$ cat src/hw/rtl/dfd_pkg.sv
// Shared types and constants for the decimating FM discriminator.
// Holds the CORDIC arctangent table, fixed field widths and the queue status struct.
// No dependencies.
package dfd_pkg;

  localparam int DEC_W        = 11;  // decimation register width
  localparam int PHASE_W      = 16;  // phase_step width
  localparam int ANG_W        = 32;  // angle accumulator, full turn = 2^32
  localparam int CORDIC_STEPS = 30;
  localparam int ITER_W       = 5;   // indexes CORDIC_STEPS entries
  localparam int CW           = 33;  // CORDIC x/y datapath width

  localparam logic [ANG_W-1:0] ANG_PI       = 32'h8000_0000;
  localparam logic [ANG_W-1:0] ANG_HALF_LSB = 32'h0000_8000;

  // request function codes
  localparam logic FUNC_SAMPLE = 1'b0;
  localparam logic FUNC_CLEAR  = 1'b1;

  typedef struct packed {
    logic full;
    logic empty;
  } q_stat_t;

  // atan(2^-k) scaled so that a full turn is 2^32
  function automatic logic [ANG_W-1:0] atan_lookup(input logic [ITER_W-1:0] k);
    logic [ANG_W-1:0] v;
    case (k)
      5'd0:    v = 32'd536870912;
      5'd1:    v = 32'd316933406;
      5'd2:    v = 32'd167458907;
      5'd3:    v = 32'd85004756;
      5'd4:    v = 32'd42667331;
      5'd5:    v = 32'd21354465;
      5'd6:    v = 32'd10679838;
      5'd7:    v = 32'd5340245;
      5'd8:    v = 32'd2670163;
      5'd9:    v = 32'd1335087;
      5'd10:   v = 32'd667544;
      5'd11:   v = 32'd333772;
      5'd12:   v = 32'd166886;
      5'd13:   v = 32'd83443;
      5'd14:   v = 32'd41722;
      5'd15:   v = 32'd20861;
      5'd16:   v = 32'd10430;
      5'd17:   v = 32'd5215;
      5'd18:   v = 32'd2608;
      5'd19:   v = 32'd1304;
      5'd20:   v = 32'd652;
      5'd21:   v = 32'd326;
      5'd22:   v = 32'd163;
      5'd23:   v = 32'd81;
      5'd24:   v = 32'd41;
      5'd25:   v = 32'd20;
      5'd26:   v = 32'd10;
      5'd27:   v = 32'd5;
      5'd28:   v = 32'd3;
      5'd29:   v = 32'd1;
      default: v = '0;
    endcase
    return v;
  endfunction

endpackage

$ cat src/hw/rtl/dfd_queue.sv
// Two-entry queue between the front end and the discriminator back end.
// Register based; head is read combinationally. Depends on dfd_pkg.
module dfd_queue #(
  parameter int WIDTH = 104
) (
  input  logic             clk,
  input  logic             rst_n,
  input  logic             push,
  input  logic [WIDTH-1:0] push_data,
  input  logic             pop,
  output logic [WIDTH-1:0] pop_data,
  output dfd_pkg::q_stat_t q_stat
);
  import dfd_pkg::*;

  logic [WIDTH-1:0] mem_r [2];
  logic             wr_ptr_r, rd_ptr_r;
  logic [1:0]       cnt_r;

  assign pop_data     = mem_r[rd_ptr_r];
  assign q_stat.full  = (cnt_r == 2'd2);
  assign q_stat.empty = (cnt_r == 2'd0);

  always_ff @(posedge clk) begin
    if (push) begin
      mem_r[wr_ptr_r] <= push_data;
    end
  end

  always_ff @(posedge clk) begin
    if (!rst_n) begin
      wr_ptr_r <= 1'b0;
      rd_ptr_r <= 1'b0;
      cnt_r    <= 2'd0;
    end else begin
      if (push) begin
        wr_ptr_r <= !wr_ptr_r;
      end
      if (pop) begin
        rd_ptr_r <= !rd_ptr_r;
      end
      case ({push, pop})
        2'b10:   cnt_r <= cnt_r + 2'd1;
        2'b01:   cnt_r <= cnt_r - 2'd1;
        default: cnt_r <= cnt_r;
      endcase
    end
  end

  a_no_push_full: assert property (@(posedge clk) disable iff (!rst_n)
    push |-> !q_stat.full) else $error("queue push while full");
  a_no_pop_empty: assert property (@(posedge clk) disable iff (!rst_n)
    pop |-> !q_stat.empty) else $error("queue pop while empty");
  a_cnt_bound: assert property (@(posedge clk) disable iff (!rst_n)
    cnt_r != 2'd3) else $error("queue count out of range");

endmodule

$ cat config.mk
export PLATFORM = sky130hd
export DESIGN_NAME = dfd_queue
export DESIGN_NICKNAME = d
export VERILOG_FILES = /design/src/hw/rtl/dfd_pkg.sv /design/src/hw/rtl/dfd_queue.sv
export SDC_FILE = /design/constraint.sdc
export NUM_CORES = 1
export LEC_CHECK = 0
export ABC_CLOCK_PERIOD_IN_PS = 6100
export BUFFER_PORTS_ARGS = -buffer_cell sky130_fd_sc_hd__clkbuf_2
export CAP_MARGIN = 25
export CORE_MARGIN = 2
export CORE_UTILIZATION = 52
export DETAILED_ROUTE_END_ITERATION = 12
export GPL_ROUTABILITY_DRIVEN = 0
export GPL_TIMING_DRIVEN = 0
export PLACE_DENSITY_LB_ADDON = 0.2
export SYNTH_ARGS = -nofsm -noshare
export SYNTH_HDL_FRONTEND = slang
export SYNTH_SLANG_ARGS = --single-unit
$ cat constraint.sdc
create_clock -name clk -period 6.1 [get_ports clk]
set_input_delay 0.305 -clock clk [delete_from_list [all_inputs] [get_ports clk]]
set_output_delay 0.305 -clock clk [all_outputs]
set_load 0.02 [all_outputs]
==> flow_summary_export.csv, run 1 <==
group,metric,value,unit
status,outcome,"finished, final reports clean",
global_route,antenna_found_initial,0,
clock_tree,cts_resized,0,
setup_path,path_cells,"buf_2 -> buf_6 -> buf_6 -> mux2_4 -> clkbuf_2",
routing,ant_nets,0,
setup_path,start_kind,"flop",
clock_tree,tritoncts,"yes",
die,initial_core_util,0.528,
timing,grt_setup_unrepaired,"no",
synth,post-synth-top-area-fraction,0.784,
synth,synth_edf_count,208,
finish,drive_above_1_share,0.570,
routing,num_vias,4111,
clock_tree,cts_inserted_buffers,22,
flow_run,drv_cap,0,
synth,ys_ff_latch,213,
clock_tree,root_buffer,"clkbuf_16",
clock_tree,path_clk_slew,0.06,ns
synth,yosys_most_used_dff,"edfxtp_1",
routing,drt_iter0_markers,187,
synth,async_flop_share,0,
power,irDropWorstVdd,267,µV
finish,area_growth,32.0,%
power,power,3440,µW
clock_tree,htreeDepth,1,
routing,avgViaCountPerCell,4.93,
routing,wl_per_cell,16.7,µm
global_route,grt_max_degree,55,
die,die-area,0.0163,mm²
setup_path,worstSetupPathType,"reg2out",
placement,portBuffers,213,
synth,ys.warnings.count,0,
placement,dpl.hpwl,9180,µm
power,power.density,327,mW/mm²
hold_path,hp-class,"in2reg",
timing,fin_crit_sh,0.350,
setup_path,cp_slowest_cell,"mux2_4",
synth,ys_types,18,
finish,nets,740,
setup_path,arrival,1.83,ns
timing,hold_viol_final,0,
die,die_y,128,µm
die,io_pins,214,
timing,slew_headroom,0.505,
placement,place_area,0.00937,mm²
finish,n_antenna_cell,0,
finish,fin_area,0.0105,mm²
synth,synthTopCellsByArea,"edfxtp_1 78%, mux2_4 11%, mux2_2 6.2%, dfxtp_1 1.3%, buf_6 0.99%",
global_route,grt_pass1_wl,21300,µm
setup_path,cp_slowest_stage_delay,0.31,ns
setup_path,cp_max_fo,10,
setup_path,cp_common_cell,"buf_6",
global_route,grt_usage,0.168,
global_route,gr-total-overflow,0,
synth,synthCells,346,
die,die_x,128,µm
setup_path,end_kind,"output pin",
synth,netlist_area,0.00796,mm²
timing,fmax,468,MHz
synth,synth.largest_area_cell,"edfxtp_1",
setup_path,worstPathRequired,5.79,ns
timing,skew,0.00554,ns
synth,yosysSeqAreaShare,0.797,
timing,layout_min_cycle_time,2.14,ns
timing,setup_viol,0,
routing,wirelength,13900,µm
die,core,0.0151,mm²
synth,syn_nets,455,
synth,avgSynthCellArea,23.0,µm²
power,leakage,0.00418,µW
clock_tree,clock_latency,0.48,ns
die,rows,45,
clock_tree,clockBufferDepth,3,
timing,final_max_slew_viol_count,0,
clock_tree,clkSinkCount,213,
routing,remaining_drc_errors,0,
routing,drt_first_pass_iters,4,
global_route,grt_pass1_vias,4292,
timing,tightest_slew,0.743,ns
## through the flow
step,cells,hold slack (ns),worst slack (ns),utilization,setup TNS (ns)
3_3_place_gp,747,0.478,-1.70,0.614,-177.68
5_1_grt,834,0.000132,3.86,0.696,0
4_1_cts,826,0.000112,3.91,0.691,0
3_5_place_dp,751,0.497,4.22,0.621,0
6_report,834,0.0144,3.96,0.696,0
2_1_floorplan,346,0.404,0.777,-,0
## path summary, 6_finish.rpt
check,cells past startpoint,endpoint,slack [ns],from
worst min register to register,2,cnt_r[1],0.52,cnt_r[1]
worst max-delay path,5,pop_data[66],3.96,flop
worst max register to register,2,mem_r[1][64],4.31,wr_ptr_r
worst min-delay path,1,mem_r[1][6],0.01,push_data[6]
## synthesized netlist by cell type, types with 2 or more instances
| library cell | count |
|---|---|
| dfxtp_1 | 5 |
| nor2_1 | 2 |
| mux2_4 | 60 |
| buf_2 | 5 |
| mux2_2 | 44 |
| edfxtp_1 | 208 |
| buf_6 | 7 |
| xnor2_1 | 2 |
| and2_1 | 4 |
## cell usage in the layout, fill, tap and decap left out, drive strengths merged, types with 2 or more instances in the layout
| cell | netlist | final |
|---|---|---|
| clkbuf | 0 | 238 |
| edfxtp | 208 | 208 |
| mux2 | 104 | 104 |
| dlygate4sd3 | 0 | 44 |
| buf | 12 | 16 |
| clkinv | 0 | 11 |
| dfxtp | 5 | 5 |
| and2 | 4 | 4 |
| xnor2 | 2 | 2 |
| bufinv | 0 | 2 |
| nor2 | 2 | 2 |
## cell families after synthesis
kind of cell,share of synthesized area
AOI/OAI and AO/OA,0.00251
xor gates and xnor gates,0.00330
adders and majority gates,0.00157
buffers and inverters,0.0135
DFF,0.797
muxes,0.175
and+or+nand+nor,0.00676
## what timing repair did
item | 4_1_cts | 5_1_grt
hold buffers | 36 | 8
endpoints found under the hold margin | 69 | 15
buffers inserted | 0 | 0
## power by group
| group | internal [µW] | total [µW] | switching (µW) | leakage (µW) |
|---|---|---|---|---|
| combinational | 209 | 450 | 241 | 0.00184 |
| sequential | 1690 | 1710 | 18.7 | 0.00199 |
| clock | 767 | 1280 | 509 | 0.000346 |
| total | 2670 | 3440 | 768 | 0.00418 |
## critical path, delay by kind of cell, from the launching register on
kind / cells / cell delay [ns]
buffers and inverters: 4 / 0.74
flip-flops: 1 / 0.30
multiplexers: 1 / 0.31
## final cells by class
| type | count | area [µm²] |
|---|---|---|
| Multi-Input combinational cell | 120 | 1520 |
| Clock buffer | 25 | 583 |
| Inverter | 1 | 3.75 |
| Tap cell | 188 | 235 |
| Clock inverter | 14 | 116 |
| Timing Repair Buffer | 261 | 1600 |
| Fill cell | 1028 | 4580 |
| Buffer | 12 | 104 |
| Sequential cell | 213 | 6350 |
## state kept, by name (all words and copies together), names as in the netlist, named ones only
register / count
mem_r: 208
cnt_r: 2
wr_ptr_r: 1
rd_ptr_r: 1
## routing by layer
metal | share of wire | wire (µm) | GRT usage | up-vias
met3 | 0.074 | 1030 | 0.0518 | 20
met4 | 0.016 | 218 | 0.0433 | 0
met1 | 0.41 | 5660 | 0.205 | 1998
li1 | - | - | - | 1948
met2 | 0.50 | 7040 | 0.293 | 145
met5 | 0 | 0 | 0 | -
Note: power is estimated with default switching activity, not from simulation.
==> inputs of run 2 (changes only) <==
--- a/config.mk
+++ b/config.mk
@@ -5,7 +5,8 @@
 export SDC_FILE = /design/constraint.sdc
 export NUM_CORES = 1
 export LEC_CHECK = 0
-export ABC_CLOCK_PERIOD_IN_PS = 6100
+export ABC_AREA = 1
+export ABC_CLOCK_PERIOD_IN_PS = 2100
 export BUFFER_PORTS_ARGS = -buffer_cell sky130_fd_sc_hd__clkbuf_2
 export CAP_MARGIN = 25
 export CORE_MARGIN = 2
==> constraint.sdc (replaced) <==
create_clock -name clk -period 2.1 [get_ports clk]
set_input_delay 0.105 -clock clk [delete_from_list [all_inputs] [get_ports clk]]
set_output_delay 0.105 -clock clk [all_outputs]
set_load 0.02 [all_outputs]
==> run 2 against run 1 <==
Against the previous run: highest routed layer unchanged; critical path depth fell by 2; clock power rose to 3.0 times the previous value; area after synthesis rose by 0.25%.
==> flow_summary_export.csv, run 2 <==
group,metric,value,unit
timing,skew,0.0170,ns
routing,drt_first_pass_iters,6,
clock_tree,root_buffer,"clkbuf_16",
clock_tree,path_clk_slew,0.06,ns
flow_run,drv_cap,0,
die,die-area,0.0164,mm²
finish,seq_area,0.00635,mm²
global_route,grt_pass1_vias,4890,
placement,dpl_worst_slack,0.157,ns
clock_tree,htreeDepth,1,
finish,area_growth,40.5,%
synth,ys.warnings.count,0,
routing,ant_nets,0,
synth,async_flop_share,0,
setup_path,worstSetupPathType,"reg2reg",
synth,synth_edf_count,208,
timing,fin_crit_sh,0.916,
synth,synthTopCellsByArea,"edfxtp_1 78%, mux2_4 11%, mux2_2 6.2%, dfxtp_1 1.3%, buf_6 0.99%",
clock_tree,clockBufferDepth,3,
setup_path,reg2reg_slack,0.18,ns
clock_tree,tritoncts,"yes",
timing,final_max_slew_viol_count,0,
synth,post-synth-top-area-fraction,0.782,
finish,layout_common_cells,"213 x clkbuf_2, 208 x edfxtp_1, 108 x dlygate4sd3_1, 60 x mux2_4, 44 x mux2_2",
finish,reg_top3,"mem_r x208, cnt_r x2",
placement,portBuffers,213,
synth,synthCells,359,
timing,setup_viol,0,
clock_tree,cts_inserted_buffers,22,
finish,final_common_cell,"clkbuf_2",
clock_tree,clkSinkCount,213,
setup_path,r2r-end,"mem_r[1][94]",
timing,fmax,520,MHz
hold_path,hp-class,"in2reg",
synth,synth_commonest_cells,"208 x edfxtp_1, 60 x mux2_4, 44 x mux2_2",
timing,whs,0.150,ns
finish,nFillCells,913,
power,power.density,904,mW/mm²
setup_path,start_kind,"flop",
die,io_pins,214,
clock_tree,cts_setup_buffers,0,
timing,grt_setup_unrepaired,"no",
global_route,gr-total-overflow,0,
setup_path,cp_slowest_cell,"clkinvlp_4",
synth,yosysMostFrequentCell,"edfxtp_1",
routing,num_vias,4492,
setup_path,end_kind,"flop",
power,power,10100,µW
finish,largest-register,"mem_r",
timing,tightest_slew,0.862,ns
routing,wirelength,16200,µm
global_route,antenna_found_initial,1,
routing,remaining_drc_errors,0,
die,initial_core_util,0.529,
setup_path,worstPathRequired,2.31,ns
synth,syn_nets,468,
global_route,grt_max_degree,39,
setup_path,path_cells,"nand2_2 -> clkinvlp_4 -> buf_12",
finish,largest_reg_flops,208,
finish,multi_input_area,0.00151,mm²
finish,nets,818,
routing,wl_per_cell,17.7,µm
setup_path,rr_worst_depth,3,
routing,avgViaCountPerCell,4.91,
power,leakage,0.00450,µW
timing,hold_viol_final,0,
setup_path,r2r_start,"wr_ptr_r",
hold_path,min_path_cells,4,
synth,netlist_area,0.00798,mm²
finish,stdcell_count,914,
placement,dp.cells,765,
status,outcome,"finished, final reports clean",
synth,ys_types,14,
die,die_x,128,µm
die,die_y,128,µm
die,rows,45,
synth,synth.largest_area_cell,"edfxtp_1",
hold_path,holdPathEnd,"cnt_r[0]",
clock_tree,cts_resized,0,
setup_path,cp_max_fo,38,
placement,dpl.hpwl,9710,µm
finish,post-route-util,0.743,
global_route,grt_usage,0.193,
global_route,grt_pass1_wl,24500,µm
clock_tree,clock_latency,0.49,ns
timing,slew_headroom,0.424,
synth,yosys_most_used_dff,"edfxtp_1",
setup_path,arrival,2.13,ns
setup_path,cp_slowest_stage_delay,0.68,ns
synth,yosysSeqAreaShare,0.795,
timing,layout_min_cycle_time,1.92,ns
power,irDropWorstVdd,676,µV
synth,ys_ff_latch,213,
synth,avgSynthCellArea,22.2,µm²
timing,setup_ws,0.177,ns
finish,drive_above_1_share,0.510,
hold_path,hp-start,"push",
die,core,0.0151,mm²
routing,drt_iter0_markers,219,
==> run 2: changes by cell type in the layout (fill, tap and decap cells not counted), moves of 2 or more <==
cell and delta:
dlygate4sd3_1 +64, nor2_1 +10, nand2_1 +7, inv_1 +4, and2_1 -3, buf_12 +2
clkbuf_1 +2, xnor2_1 -2
==> run 2: area by class of cell <==
class,instances,area share
sequential,213,0.566
timing repair buffer,326,0.201
antenna,1,0.000223
multi-input combinational,128,0.135
inverter,6,0.00234
tap,188,0.0210
clock inverter,13,0.0123
clock buffer,27,0.0526
buffer,12,0.0101
==> run 2: layer usage <==
metal / track usage / routed length [µm]
met5: 0 / 0
met4: 0.0537 / 283
met3: 0.0597 / 1240
met2: 0.350 / 8350
met1: 0.221 / 6320
==> run 2: cells by family (layout without fill, tap and decap cells) <==
logic type | Yosys count | after routing | synth area share
buffers and inverters | 18 | 384 | 0.0171
other | 0 | 1 | 0
muxes | 104 | 104 | 0.175
DFF | 213 | 213 | 0.795
AOI/OAI and AO/OA | 2 | 2 | 0.00125
and+or+nand+nor | 21 | 21 | 0.0102
adders and majority gates | 1 | 1 | 0.00157
==> run 2: timing repair <==
item / CTS / global route
setup endpoints to repair: 0 / 0
hold buffers: 108 / 0
hold endpoints to repair: 213 / 0
==> run 2: metrics by stage <==
stage | instance area [µm²] | setup TNS [ns]
finish | 11200 | 0
floorplan | 8000 | -40.85
detailed placement | 9410 | 0
global route | 11200 | 0
global placement | 9300 | -212.91
CTS | 11200 | 0
==> run 2: worst max-delay path by stage <==
| stage | start | end | slack, ns |
|---|---|---|---|
| 2_1_floorplan | wr_ptr_r | mem_r[1][0] | -0.22 |
| 3_3_place_gp | wr_ptr_r | mem_r[1][45] | -1.10 |
| 3_5_place_dp | wr_ptr_r | mem_r[1][77] | 0.16 |
| 4_1_cts | wr_ptr_r | mem_r[1][94] | 0.13 |
| 5_1_grt | wr_ptr_r | mem_r[1][94] | 0.03 |
| 6_report | wr_ptr_r | mem_r[1][94] | 0.18 |
==> run 2: power by group <==
group          internal [µW]  switching (µW)
Sequential              4920            60.9
Clock                   2360            1500
Combinational            619             671
Total                   7900            2230
==> run 2: critical path: cells and delay by family, from the launching register on <==
| kind | cells | cell delay [ns] |
|---|---|---|
| buffers and inverters | 2 | 1.14 |
| and+or+nand+nor | 1 | 0.10 |
| DFF | 1 | 0.34 |
