## src/hw/rtl/dfd_pkg.sv

```systemverilog
// Shared types and constants for the decimating FM discriminator.
// Holds the CORDIC arctangent table, fixed field widths and the queue status struct.
// No dependencies.
package dfd_pkg;

  localparam int DEC_W        = 11;  // decimation register width
  localparam int PHASE_W      = 16;  // phase_step width
  localparam int ANG_W        = 32;  // angle accumulator, full turn = 2^32
  localparam int CORDIC_STEPS = 30;
  localparam int ITER_W       = 5;   // indexes CORDIC_STEPS entries
  localparam int CW           = 33;  // CORDIC x/y datapath width

  localparam logic [ANG_W-1:0] ANG_PI       = 32'h8000_0000;
  localparam logic [ANG_W-1:0] ANG_HALF_LSB = 32'h0000_8000;

  // request function codes
  localparam logic FUNC_SAMPLE = 1'b0;
  localparam logic FUNC_CLEAR  = 1'b1;

  typedef struct packed {
    logic full;
    logic empty;
  } q_stat_t;

  // atan(2^-k) scaled so that a full turn is 2^32
  function automatic logic [ANG_W-1:0] atan_lookup(input logic [ITER_W-1:0] k);
    logic [ANG_W-1:0] v;
    case (k)
      5'd0:    v = 32'd536870912;
      5'd1:    v = 32'd316933406;
      5'd2:    v = 32'd167458907;
      5'd3:    v = 32'd85004756;
      5'd4:    v = 32'd42667331;
      5'd5:    v = 32'd21354465;
      5'd6:    v = 32'd10679838;
      5'd7:    v = 32'd5340245;
      5'd8:    v = 32'd2670163;
      5'd9:    v = 32'd1335087;
      5'd10:   v = 32'd667544;
      5'd11:   v = 32'd333772;
      5'd12:   v = 32'd166886;
      5'd13:   v = 32'd83443;
      5'd14:   v = 32'd41722;
      5'd15:   v = 32'd20861;
      5'd16:   v = 32'd10430;
      5'd17:   v = 32'd5215;
      5'd18:   v = 32'd2608;
      5'd19:   v = 32'd1304;
      5'd20:   v = 32'd652;
      5'd21:   v = 32'd326;
      5'd22:   v = 32'd163;
      5'd23:   v = 32'd81;
      5'd24:   v = 32'd41;
      5'd25:   v = 32'd20;
      5'd26:   v = 32'd10;
      5'd27:   v = 32'd5;
      5'd28:   v = 32'd3;
      5'd29:   v = 32'd1;
      default: v = '0;
    endcase
    return v;
  endfunction

endpackage

```

## src/hw/rtl/dfd_front.sv

```systemverilog
// Front end: takes requests, runs the boxcar sums and decides when to dump.
// Pushes {current sum, previous sum} into the queue. Depends on dfd_pkg.
module dfd_front #(
  parameter int SAMPLE_BITS = 16,
  parameter int SUM_W       = 26,
  parameter int CNT_W       = 11
) (
  input  logic                          clk,
  input  logic                          rst_n,
  input  logic                          in_valid,
  input  logic                          in_func,
  input  logic signed [SAMPLE_BITS-1:0] in_i_sample,
  input  logic signed [SAMPLE_BITS-1:0] in_q_sample,
  output logic                          in_stall,
  input  logic [CNT_W-1:0]              dec_eff,
  input  dfd_pkg::q_stat_t              q_stat,
  output logic                          push,
  output logic [4*SUM_W-1:0]            push_data
);
  import dfd_pkg::*;

  logic signed [SUM_W-1:0] sum_i_r, sum_q_r, last_i_r, last_q_r;
  logic signed [SUM_W-1:0] sum_i_nxt, sum_q_nxt, last_i_nxt, last_q_nxt;
  logic signed [SUM_W-1:0] acc_i, acc_q;
  logic [CNT_W-1:0]        cnt_r, cnt_nxt, cnt_inc;
  logic                    accept;

  assign in_stall = q_stat.full;
  assign accept   = in_valid && !q_stat.full;

  assign acc_i   = sum_i_r + SUM_W'(in_i_sample);
  assign acc_q   = sum_q_r + SUM_W'(in_q_sample);
  assign cnt_inc = cnt_r + 1'b1;

  assign push_data = {acc_i, acc_q, last_i_r, last_q_r};

  always_comb begin
    sum_i_nxt  = sum_i_r;
    sum_q_nxt  = sum_q_r;
    last_i_nxt = last_i_r;
    last_q_nxt = last_q_r;
    cnt_nxt    = cnt_r;
    push       = 1'b0;
    if (accept) begin
      if (in_func == FUNC_CLEAR) begin
        sum_i_nxt  = '0;
        sum_q_nxt  = '0;
        last_i_nxt = '0;
        last_q_nxt = '0;
        cnt_nxt    = '0;
      end else if (cnt_inc >= dec_eff) begin
        // dump: hand off the pair, current becomes previous
        push       = 1'b1;
        last_i_nxt = acc_i;
        last_q_nxt = acc_q;
        sum_i_nxt  = '0;
        sum_q_nxt  = '0;
        cnt_nxt    = '0;
      end else begin
        sum_i_nxt = acc_i;
        sum_q_nxt = acc_q;
        cnt_nxt   = cnt_inc;
      end
    end
  end

  always_ff @(posedge clk) begin
    if (!rst_n) begin
      sum_i_r  <= '0;
      sum_q_r  <= '0;
      last_i_r <= '0;
      last_q_r <= '0;
      cnt_r    <= '0;
    end else begin
      sum_i_r  <= sum_i_nxt;
      sum_q_r  <= sum_q_nxt;
      last_i_r <= last_i_nxt;
      last_q_r <= last_q_nxt;
      cnt_r    <= cnt_nxt;
    end
  end

endmodule

```

## config.mk

```make
export PLATFORM = sky130hd
export DESIGN_NAME = dfd_front
export DESIGN_NICKNAME = d
export VERILOG_FILES = /design/src/hw/rtl/dfd_pkg.sv /design/src/hw/rtl/dfd_front.sv
export SDC_FILE = /design/constraint.sdc
export NUM_CORES = 1
export LEC_CHECK = 0
export ABC_AREA = 1
export BUFFER_PORTS_ARGS = -buffer_cell sky130_fd_sc_hd__buf_2
export CAP_MARGIN = 20
export CORE_MARGIN = 5
export CORE_UTILIZATION = 30
export CTS_BUF_LIST = sky130_fd_sc_hd__clkbuf_4
export DETAILED_ROUTE_END_ITERATION = 10
export PLACE_DENSITY = 0.45
export SLEW_MARGIN = 20
export SYNTH_ARGS = -nofsm -noshare
export SYNTH_HDL_FRONTEND = slang
export SYNTH_SLANG_ARGS = --single-unit
```

## constraint.sdc

```tcl
create_clock -name clk -period 6.3 [get_ports clk]
set_clock_uncertainty 0.05 [all_clocks]
set_input_delay 0.945 -clock clk [delete_from_list [all_inputs] [get_ports clk]]
set_output_delay 0.945 -clock clk [all_outputs]
set_load 0.02 [all_outputs]
```

==> metrics.md, run 1 <==
| Metric | Value |
|---|---|
| Result of the run | complete, no violations |
| Final core occ | 0.355 |
| Leakage | 5.05 nW |
| Worst skew pair latency | 0.53 ns |
| Area leader, netlist | dfxtp_1 |
| Leading register cell type out of synthesis | dfxtp_1 |
| Synth Warn # | 0 |
| CP Launch Type | flop |
| Ratio of total power to cell area | 172 nW/µm² |
| Chip Width | 176 µm |
| Reg2reg path depth | 16 |
| Number of buffers inserted by post-CTS setup repair | 0 |
| Multiplexer share of the synthesized area | 0 |
| Overall fraction of global-route tracks in use | 0.176 |
| Distinct cell type count of the synthesized netlist | 30 |
| Cell depth of the worst min-delay path | 2 |
| Synth Area in Compound Gates | 0.0949 |
| Violation count after the first detailed-routing iteration | 416 |
| Startpoint of the tightest hold check path | last_i_r[13]$_SDFFE_PN0P_ |
| Total via count in the routed design | 8439 |
| Setup violators final | 0 |
| Routed wire per std cell | 14.5 µm |
| Post-route fraction of the period consumed by the critical path | 0.638 |
| Post-DR vias/cell | 4.47 |
| Worst slack at placement | 2.24 ns |
| Core area | 27100 µm² |
| Global-route wire length before repair | 43600 µm |
| Synthesized area | 8280 µm² |
| Post-route cell area | 9620 µm² |
| Worst Setup Path Type | reg2out |
| Total die area | 31000 µm² |
| Met1 Use GR | 0.224 |
| Vias in the first global route | 8311 |
| Kind of path behind the tightest hold check | reg2reg |
| Post-synthesis simple-gate area fraction | 0.368 |
| Die height | 176 µm |
| Crit path capture type | output port |
| Total Wirelength | 27500 µm |
| CTS buffer count | 17 |
| Highest-count cells in the layout ignoring fill and taps | nand2_1 (551), inv_1 (210), buf_2 (153), a21oi_1 (141), dfxtp_1 (115) |
| Count of clock tree sinks | 115 |
| Setup tns final | 0 ns |
| Global-route met3 utilization | 0.0283 |
| Post-Syn Nets | 1475 |
| CTS H-tree depth | 4 |
| Share of Yosys cell area claimed by the top area cell type | 0.278 |
| Remaining number of nets flagged by the antenna check after routing | 0 |
| Most area-consuming cells after synthesis | dfxtp_1 (28%), nand2_1 (25%), inv_1 (9.5%) |
| Fraction of the mapped netlist area in adder cells | 0.0985 |
| Yosys reg bits | 115 |
| Number of flops mapped to enable cells by yosys | 0 |
| Xor-xnor portion of the synthesized cell area | 0.0413 |
| Standard cell area after detailed placement | 9360 µm² |
| Total global routing overflow | 0 |
| Signal arrival time at the worst endpoint | 3.03 ns |
| Layout cell share with drive strength beyond 1 | 0.129 |
| Commonest non-fill, non-tap cell in the layout | nand2_1 |
| Pin count of the biggest net entering global routing | 84 |
| RSZ-0062 raised after global routing | false |
| VDD IR max | 74.2 µV |
| Initial DRT Pass Iterations | 6 |
| Number of maximum-capacitance constraint violations | 0 |
| End point of the worst hold path | last_i_r[13]$_SDFFE_PN0P_ |
| Post-synthesis sequential area ratio | 0.278 |
| GRT met2 Usage | 0.315 |
| Clock-pin slew on the worst setup and hold paths | 0.12 ns |
| Final number of max-transition violations | 0 |
| Pin slew with the least headroom to its limit | 1.01 ns |
| Placed cell count | 1857 |
| Hold-fix buffers, CTS | 0 |
| Area growth, synth to finish | 16.2% |
| Most used routing layer in global routing | met2 |
| Starting utilization of the core area | 0.305 |
| Reg-to-reg slack, setup | 2.58 ns |
| I/O pins | 155 |
| Top achievable clock speed | 249 MHz |
| CTS tree | done |
| Number of antenna violations at the first check in global routing | 1 |
| Min cycle time layout | 4.02 ns |
| R2r startpoint | cnt_r[0]$_SDFFE_PN0P_ |
| Endpoint of the worst-slack reg-to-reg timing path | sum_q_r[21]$_SDFFE_PN0P_ |
| Longest Clk Path Bufs | 2 |
| Synth async-reset ratio | 0 |
| Number of buffer cells added on primary ports | 153 |
| Global placer's final weighted congestion | 0.871 |
| Worst-path maximum fanout | 5 |
| Detailed Place HPWL | 21100 µm |
| Non-filler instance count after layout | 1890 |
| Required @ worst endpoint | 5.30 ns |
| Setup WS post-layout | 2.28 ns |
| Dominant combinational cell family by area after synthesis | simple AND/OR/NAND/NOR gates |
| Final hold vios | 0 |
| Relative max-transition margin | 0.330 |
| Post-route DRC violation count | 0 |
| Number of resized instances in the post-cts repair step | 0 |
| Cells after Synth | 1362 |
| Row Count | 60 |
| Number of nets in the finished design | 1618 |
| CTS Root Buffer Type | clkbuf_4 |
| Synthesized area per cell | 6.08 µm² |
## power breakdown
part           total [mW]  switching (mW)  internal [mW]
Combinational       0.406           0.281          0.125
Clock               0.506           0.316          0.190
Sequential          0.747         0.00738          0.739
Total                1.66           0.604           1.05
## layout make-up
cell class | count | area, µm²
sequential | 115 | 2300
multi-input combinational | 1000 | 4990
timing repair buffer | 159 | 831
antenna | 2 | 5.00
clock buffer | 18 | 135
fill | 3066 | 17500
clock inverter | 12 | 93.8
tap | 372 | 465
inverter | 212 | 797
## stage by stage
step,hold slack (ns),power (mW)
floorplan,0.398,1.04
global placement,0.396,1.17
detailed placement,0.399,1.17
CTS,0.418,1.70
global route,0.431,1.77
finish,0.414,1.66
## registers in the layout, summed over array words and instances, names as in the netlist
register,count
sum_i_r,26
last_i_r,26
last_q_r,26
cnt_r,11
sum_q_r,26
## synthesized netlist by cell type, types with 2 or more instances
library cell	number
nand4_1	15
nor3_1	3
ha_1	62
nor2_1	66
xnor2_1	8
or2_2	2
xor2_1	31
fa_1	2
clkbuf_1	18
and2_1	22
nand2_1	551
a21o_1	2
nand3_1	76
buf_4	3
a21oi_1	141
inv_1	210
buf_6	5
nand3b_1	9
buf_2	9
dfxtp_1	115
o21ai_0	3
## per-layer routing
metal | vias up | wire length [µm]
met1 | 3817 | 12900
met2 | 114 | 13500
li1 | 4494 | -
met3 | 14 | 771
met4 | 0 | 327
met5 | - | 0
## worst max-delay path by stage
stage                     startpoint       endpoint  slack (ns)  depth (start not counted)
3_5_place_dp          in_i_sample[0]  push_data[94]        2.24                         13
5_1_grt        cnt_r[0]$_SDFFE_PN0P_           push        1.99                         12
4_1_cts        cnt_r[0]$_SDFFE_PN0P_           push        2.17                         12
3_3_place_gp          in_i_sample[0]  push_data[94]        2.23                         13
6_report       cnt_r[0]$_SDFFE_PN0P_           push        2.28                         12
2_1_floorplan         in_q_sample[0]  push_data[64]        2.79                         11
## critical path, stage by stage, from the launching register on
cell,delay (ns)
dfxtp_1,0.43
ha_1,0.22
nand3_1,0.17
nor2_1,0.21
nand3_1,0.12
xor2_1,0.14
inv_1,0.07
ha_1,0.31
nand4_1,0.13
nor2_1,0.14
nand2_1,0.12
a21oi_4,0.23
buf_2,0.21
## cell families (layout without fill, tap and decap cells)
| logic type | Yosys count | after routing |
|---|---|---|
| other | 0 | 2 |
| and+or+nand+nor | 747 | 747 |
| adders and majority gates | 64 | 64 |
| AOI/OAI and AO/OA | 150 | 150 |
| DFF | 115 | 115 |
| buffers and inverters | 247 | 401 |
| xor gates and xnor gates | 39 | 39 |
(Power assumes the default switching activity.)
==> run 2: changes to the inputs <==
Settings changed: PLACE_DENSITY 0.45 to 0.47.
Clock period 6.3 ns to 3.63 ns, I/O delays scaled along.
==> metrics.md, run 2 (same netlist as run 1, synthesis figures left out) <==
| Metric | Value |
|---|---|
| Final number of max-transition violations | 0 |
| Critical Path Max Stage Delay | 0.40 ns |
| Row Count | 60 |
| Relative max-transition margin | 0.633 |
| Overall fraction of global-route tracks in use | 0.174 |
| I/O pins | 155 |
| Largest delay share family, worst path | adder cells |
| Required @ worst endpoint | 3.04 ns |
| CP Launch Type | flop |
| Worst skew pair latency | 0.52 ns |
| Final hold vios | 0 |
| Placed cell count | 1868 |
| Startpoint of the tightest hold check path | rst_n |
| CP dominant cell by count | nand2_1 |
| Global-route wire length before repair | 43300 µm |
| Violation count after the first detailed-routing iteration | 280 |
| Ratio of total power to cell area | 314 nW/µm² |
| Pin slew with the least headroom to its limit | 0.550 ns |
| Result of the run | complete, no violations |
| Total via count in the routed design | 8490 |
| Number of nets in the finished design | 1630 |
| Non-filler instance count after layout | 1902 |
| Post-route fraction of the period consumed by the critical path | 0.925 |
| Signal arrival time at the worst endpoint | 2.77 ns |
| Commonest non-fill, non-tap cell in the layout | nand2_1 |
| Layout cell share with drive strength beyond 1 | 0.142 |
| Buffers plus inverters on the worst setup path | 3 |
| Setup WS post-layout | 0.270 ns |
| Total die area | 31000 µm² |
| Initial DRT Pass Iterations | 5 |
| Kind of path behind the tightest hold check | in2reg |
| End point of the worst hold path | cnt_r[0]$_SDFFE_PN0P_ |
| Total global routing overflow | 0 |
| Critical Path Start | sum_q_r[0]$_SDFFE_PN0P_ |
| R2r startpoint | cnt_r[0]$_SDFFE_PN0P_ |
| Fill count | 3081 |
| CTS H-tree depth | 4 |
| Min cycle time layout | 3.36 ns |
| VDD IR max | 155 µV |
| RSZ-0062 raised after global routing | true |
| Pin count of the biggest net entering global routing | 42 |
| Post-route total power | 3.09 mW |
| Post-route cell area | 9850 µm² |
| Hold-fix buffers, CTS | 0 |
| Crit path capture type | output port |
| Number of antenna violations at the first check in global routing | 1 |
| Final core occ | 0.363 |
| Longest Clk Path Bufs | 2 |
| Detailed Place HPWL | 21400 µm |
| Setup violators final | 0 |
| Setup tns final | 0 ns |
| Post-route DRC violation count | 0 |
| Reg2reg path depth | 15 |
| Reg-to-reg slack, setup | 0.61 ns |
| Routed wire per std cell | 14.3 µm |
| Die height | 176 µm |
| Total Wirelength | 27200 µm |
| Area growth, synth to finish | 18.9% |
| Worst-path maximum fanout | 4 |
| Number of buffer cells added on primary ports | 153 |
| Remaining number of nets flagged by the antenna check after routing | 0 |
| Number of maximum-capacitance constraint violations | 0 |
| Worst Setup Path Type | reg2out |
| Core area | 27100 µm² |
| Global placer's final weighted congestion | 0.892 |
| Standard cell area after detailed placement | 9480 µm² |
| Sequence of cells on the critical path | ha_1 > inv_1 > fa_1 > inv_1 > nand3_1 > nand2_1 > nand2_1 > nand2_1 > nand2_1 > nand2_1 > xor2_1 > buf_2 |
| Post-DR vias/cell | 4.46 |
| Hold slack | 0.240 ns |
| Vias in the first global route | 8362 |
| Starting utilization of the core area | 0.305 |
| Highest-count cells in the layout ignoring fill and taps | nand2_1 (550), inv_1 (210), buf_2 (152), a21oi_1 (140), dfxtp_1 (114) |
| Worst slack at placement | 0.378 ns |
| Cell depth of the worst min-delay path | 2 |
| Chip Width | 176 µm |
| Endpoint of the worst-slack reg-to-reg timing path | last_i_r[19]$_SDFFE_PN0P_ |
| Cell with the largest stage delay on the worst path | fa_1 |
| Clock-pin slew on the worst setup and hold paths | 0.12 ns |
| CTS Root Buffer Type | clkbuf_4 |
| CTS buffer count | 17 |
| Leakage | 5.15 nW |
| Count of clock tree sinks | 115 |
| CTS tree | done |
| Top achievable clock speed | 298 MHz |
[run 2: layer usage]
metal / track usage / share of wire / vias up
met3: 0.0321 / 0.032 / 11
met5: 0 / 0 / -
met2: 0.321 / 0.51 / 130
met1: 0.212 / 0.45 / 3824
li1: - / - / 4525
met4: 0.0292 / 0.0082 / 0
[run 2: how the worst max path moves through the flow]
stage,to,slack (ns),cells past startpoint
5_1_grt,push,-0.02,12
4_1_cts,push,0.02,12
2_1_floorplan,push,0.83,12
6_report,push_data[64],0.27,12
3_3_place_gp,push_data[94],0.41,13
3_5_place_dp,push_data[68],0.38,13
[run 2: where the power goes]
part	switching (mW)	internal (mW)
logic	0.487	0.231
clock network	0.538	0.538
registers	0.0130	1.28
[run 2: final cells by class]
class / instances / area (µm²) / area share
Timing Repair Buffer: 171 / 945 / 0.0959
Multi-Input combinational cell: 1000 / 5030 / 0.511
Sequential cell: 115 / 2310 / 0.234
Clock inverter: 12 / 165 / 0.0168
Tap cell: 372 / 465 / 0.0473
Antenna cell: 2 / 5.00 / 0.000508
Clock buffer: 18 / 135 / 0.0137
Inverter: 212 / 797 / 0.0809
[run 2: timing repair]
item,in CTS,in global routing
pin swaps,1,3
setup buffers,1,1
resized for setup,2,10
setup endpoints to repair,1,4
[run 2: worst register-to-register path: cells and delay by family, from the launching register on]
family,cells,cell delay [ns]
compound gates,2,0.38
flops,1,0.38
fa+ha+maj,2,0.50
simple gates,7,0.97
buf+inv,3,0.54
xor+xnor,1,0.14
